File: config.mk
export PLATFORM = sky130hd
export DESIGN_NAME = lstb_front
export DESIGN_NICKNAME = d
export VERILOG_FILES = /design/src/hw/rtl/lstb_pkg.sv /design/src/hw/rtl/lstb_front.sv
export SDC_FILE = /design/constraint.sdc
export NUM_CORES = 1
export LEC_CHECK = 0
export BUFFER_PORTS_ARGS = -buffer_cell sky130_fd_sc_hd__buf_2
export CORE_MARGIN = 2
export CORE_UTILIZATION = 55
export DETAILED_ROUTE_END_ITERATION = 16
export GPL_TIMING_DRIVEN = 1
export PLACE_DENSITY_LB_ADDON = 0.2
export SLEW_MARGIN = 10
export SYNTH_ARGS = -nofsm -noshare
export SYNTH_HDL_FRONTEND = slang
export SYNTH_SLANG_ARGS = --single-unit
export TNS_END_PERCENT = 30
File: constraint.sdc
create_clock -name clk -period 13.3 [get_ports clk]
set_input_delay 1.33 -clock clk [delete_from_list [all_inputs] [get_ports clk]]
set_output_delay 1.33 -clock clk [all_outputs]
set_load 0.005 [all_outputs]
File: src/hw/rtl/lstb_pkg.sv
// Shared types and constants of the link shaper (token bucket, delay, loss).
// Used by lstb_front, lstb_back and link_shaper_token_bucket_delay.
package lstb_pkg;

  localparam logic [19:0] USEC_PER_SEC = 20'd1000000;
  localparam logic [9:0]  USEC_PER_MS  = 10'd1000;

  typedef enum logic {
    OP_ARRIVAL = 1'b0,
    OP_TICK    = 1'b1
  } op_t;

  typedef enum logic [2:0] {
    VERDICT_QUEUED  = 3'd0,
    VERDICT_LOST    = 3'd1,
    VERDICT_LIMIT   = 3'd2,
    VERDICT_FULL    = 3'd3,
    VERDICT_RELEASE = 3'd4
  } verdict_t;

  typedef enum logic [2:0] {
    CFG_RATE  = 3'd0,
    CFG_BURST = 3'd1,
    CFG_DELAY = 3'd2,
    CFG_LOSS  = 3'd3,
    CFG_LIMIT = 3'd4
  } cfg_idx_t;

  typedef struct packed {
    op_t         op;
    logic [47:0] now_us;
    logic [15:0] length;
    logic [15:0] tag;
    logic        lost;
  } cmd_t;

  typedef struct packed {
    logic [47:0] arrival;
    logic [15:0] length;
    logic [15:0] tag;
  } slot_t;

  typedef enum logic [3:0] {
    BK_IDLE,
    BK_MUL0,
    BK_MUL1,
    BK_ADD,
    BK_FILL,
    BK_CAP,
    BK_READ,
    BK_EVAL,
    BK_DEC,
    BK_DONE
  } back_state_t;

endpackage

File: src/hw/rtl/lstb_front.sv
// Front part: accepts items, makes the loss decision, queues commands.
// Depends on lstb_pkg for cmd_t and op_t.
module lstb_front (
  input  logic             clk,
  input  logic             rst_n,
  input  logic             in_valid,
  output logic             in_ready,
  input  logic             in_operation,
  input  logic [47:0]      in_now_us,
  input  logic [15:0]      in_packet_length,
  input  logic [15:0]      in_packet_tag,
  input  logic [13:0]      in_loss_draw,
  input  logic [13:0]      loss_cfg,
  output logic             cmd_valid,
  output lstb_pkg::cmd_t   cmd,
  input  logic             cmd_pop
);

  lstb_pkg::cmd_t fifo_r [2];
  logic           wr_ptr_r, wr_ptr_nxt;
  logic           rd_ptr_r, rd_ptr_nxt;
  logic [1:0]     cnt_r, cnt_nxt;
  logic           push;
  lstb_pkg::cmd_t cmd_in;

  // classify the arriving item
  always_comb begin
    cmd_in.op     = lstb_pkg::op_t'(in_operation);
    cmd_in.now_us = in_now_us;
    cmd_in.length = in_packet_length;
    cmd_in.tag    = in_packet_tag;
    cmd_in.lost   = (loss_cfg != 14'd0) && (in_loss_draw <= loss_cfg);
  end

  assign in_ready  = (cnt_r != 2'd2);
  assign push      = in_valid && in_ready;
  assign cmd_valid = (cnt_r != 2'd0);
  assign cmd       = fifo_r[rd_ptr_r];

  // advance pointers and occupancy
  always_comb begin
    wr_ptr_nxt = push ? ~wr_ptr_r : wr_ptr_r;
    rd_ptr_nxt = cmd_pop ? ~rd_ptr_r : rd_ptr_r;
    cnt_nxt    = cnt_r + {1'b0, push} - {1'b0, cmd_pop};
  end

  always_ff @(posedge clk) begin
    if (!rst_n) begin
      wr_ptr_r <= 1'b0;
      rd_ptr_r <= 1'b0;
      cnt_r    <= 2'd0;
    end else begin
      wr_ptr_r <= wr_ptr_nxt;
      rd_ptr_r <= rd_ptr_nxt;
      cnt_r    <= cnt_nxt;
    end
  end

  // hold queued commands
  always_ff @(posedge clk) begin
    if (push) begin
      fifo_r[wr_ptr_r] <= cmd_in;
    end
  end

endmodule

==> results.cfg <==
[route]
drtPass1Iterations = 4
routedWlPerCell_um = 17.26
drt_iter0_drc = 218
via_per_inst = 5.182
drt_wl_total_mm = 11.98
ant_nets = 0
num_vias = 3596
drc = 0

[clocking]
cts_tree = yes
clk_latency_ps = 420
htree_levels = 4
post_cts_resized = 0
numCtsBuffers = 17
clkTransAtPathRegs_ps = 60
clockBufferDepth = 2
post_cts_buffers = 0
cts.sinks = 169
root_buffer = clkbuf_16
holdBufCountCts = 0

[synth]
synth_common_cells = 164 x edfxtp_1, 82 x mux2_2, 16 x ha_1, 15 x inv_1, 9 x buf_2
yosys.area.top_type = edfxtp_1
syn_inst = 330
yosys-top-cells-area = edfxtp_1 76%, mux2_2 14%, ha_1 3.1%
synth-main-ff-cell = edfxtp_1
yosys.area.top_type_share_pct = 75.81
synthArstFlopShare_pct = 0
synth.most_common_cell = edfxtp_1
synthesis.area_mm2 = 0.006496
ys_ff_latch = 169
yosys_warnings = 0
ys_types = 26
avgSynthCellArea_um2 = 19.69
synth_edf_count = 164
syn_nets = 459
ys_seq_area_share_pct = 77.35

[die]
std_cell_rows = 39
ios = 197
core_area_mm2 = 0.01147
dieHeight_um = 112.7
die_w_um = 112.7
initial_core_util_pct = 56.65
die_area_mm2 = 0.01270

[timing]
finalHoldViolations = 0
finClkSkew_ps = 4.979
setup_violations = 0
drv_slew = 0
slew_headroom_pct = 23.00
fmax_mhz = 294.1
tightest_slew_ps = 1155
final.min_clock_period_ps = 3400
rsz0062_at_grt = false
finalCritPeriodShare_pct = 25.57
finalSetupTns_ps = 0

[finish]
area_growth_pct = 26.29
nFillCells = 766
post_route_cells_drive_above_1_share_pct = 56.00
utilization_pct = 71.54
fin_nets = 666

[setup_path]
critPathKind = register to output pin
crit_path_max_fanout = 82
start_kind = register
worst_setup_path_end_kind = output pin
critical_path_required_ps = 11970
crit_arrival_ps = 2070

[placed_design]
io_buffers = 196
dpl.hpwl_mm = 7.935
place_congestion = 0.8117

[global_routing]
globalRouteTotalUtil_pct = 19.32
antenna_found_initial = 1
grt_max_degree = 83
grt_overflow = 0
grt_pass1_vias = 3719
grt_first_pass_wirelength_mm = 18.32

[pwr]
internal_power_uw = 1074
p_switching_uw = 314.8
power_frac_comb_pct = 15.0
ir_drop_v = 0.0001230
netSwitchingFraction_pct = 22.67
pwr-share-seq_pct = 51.1
finalPower_uw = 1389
pwr-share-clk_pct = 33.9
leakagePower_uw = 0.003223
p_per_area_mw_per_mm2 = 169.3

[flow_run]
cap_violations = 0

[outcome]
status = finished clean

[hold_path]
hold_path_class = register to register
## flip-flops by register name, indices dropped and copies added, names as in the netlist, named ones only
name and flops:
rd_ptr_r 1, cnt_r 2, wr_ptr_r 1, fifo_r 164
## placed cells by master, fill, tap and decap left out, types with 2 or more instances in the layout
cell | netlist | routed
nor4_1 | 3 | 3
and2_1 | 5 | 5
clkinv_1 | 0 | 5
dfxtp_1 | 5 | 4
nand3_1 | 3 | 3
xnor2_1 | 3 | 3
a21o_1 | 2 | 2
clkbuf_16 | 0 | 17
buf_2 | 9 | 196
nand4_1 | 3 | 3
ha_1 | 16 | 16
clkbuf_1 | 0 | 2
bufinv_16 | 0 | 3
a21oi_1 | 5 | 5
mux2_2 | 82 | 82
nand2_1 | 2 | 2
inv_1 | 15 | 15
clkinv_2 | 0 | 5
edfxtp_1 | 164 | 164
## routing by layer
layer	part of all wire, %	wire [um]	global-route usage, %	up-vias
met5	0	0	0	-
met4	2.2	264	8.293	0
met3	7.9	942	7.343	19
met2	52	6217	32.73	135
met1	38	4551	21.99	1733
li1	-	-	-	1709
## critical path: stages (launching register included)
cell	delay, ps
dfxtp_4	1070
mux2_2	430
buf_2	140
## worst paths after layout
| kind | start | to | slack [ps] | cells past startpoint |
|---|---|---|---|---|
| min reg2reg | rd_ptr_r$_SDFFE_PN0P_ | register | 590 | 2 |
| min | rd_ptr_r$_SDFFE_PN0P_ | register | 590 | 2 |
| max reg2reg | cnt_r[0]$_SDFF_PN0_ | fifo_r[0][45]$_DFFE_PP_ | 10790 | 4 |
| max | register | cmd[34] | 9900 | 2 |
## through the flow
step | instances | cell area [um2] | setup WS, ps | hold slack (ps)
floorplan | 330 | 6496 | 7934 | 554.6
global placement | 661 | 7635 | 9930 | 557.1
detailed placement | 661 | 7635 | 9849 | 567.2
CTS | 693 | 8202 | 9827 | 587.0
global route | 694 | 8204 | 9766 | 601.0
finish | 694 | 8204 | 9900 | 585.6
## area by class of cell
cell class | count | area (um2) | area share, %
flip-flops and latches | 169 | 5029 | 61.29
multi-input cells | 137 | 1383 | 16.85
repair buffers | 197 | 988.4 | 12.05
clock buffers | 19 | 432.9 | 5.277
well taps | 143 | 178.9 | 2.181
clock inverters | 13 | 133.9 | 1.632
inverters | 15 | 56.30 | 0.6863
diodes | 1 | 2.502 | 0.03050
## power by group through the flow
| stage | Sequential [uW] | Combinational, uW | Clock (uW) |
|---|---|---|---|
| after floorplan | 714 | 120 | 0 |
| after global placement | 717 | 206 | 0 |
| after detailed placement | 723 | 211 | 0 |
| after CTS | 712 | 212 | 478 |
| after global routing | 718 | 230 | 500 |
| final | 710 | 208 | 471 |
## kinds of logic after synthesis
group / synth area share, %
fa+ha+maj: 3.082
buf+inv: 1.560
flops: 77.35
compound gates: 1.059
mux: 14.21
simple gates: 2.196
xor+xnor: 0.5394
Power figures use the tool's default switching activity.
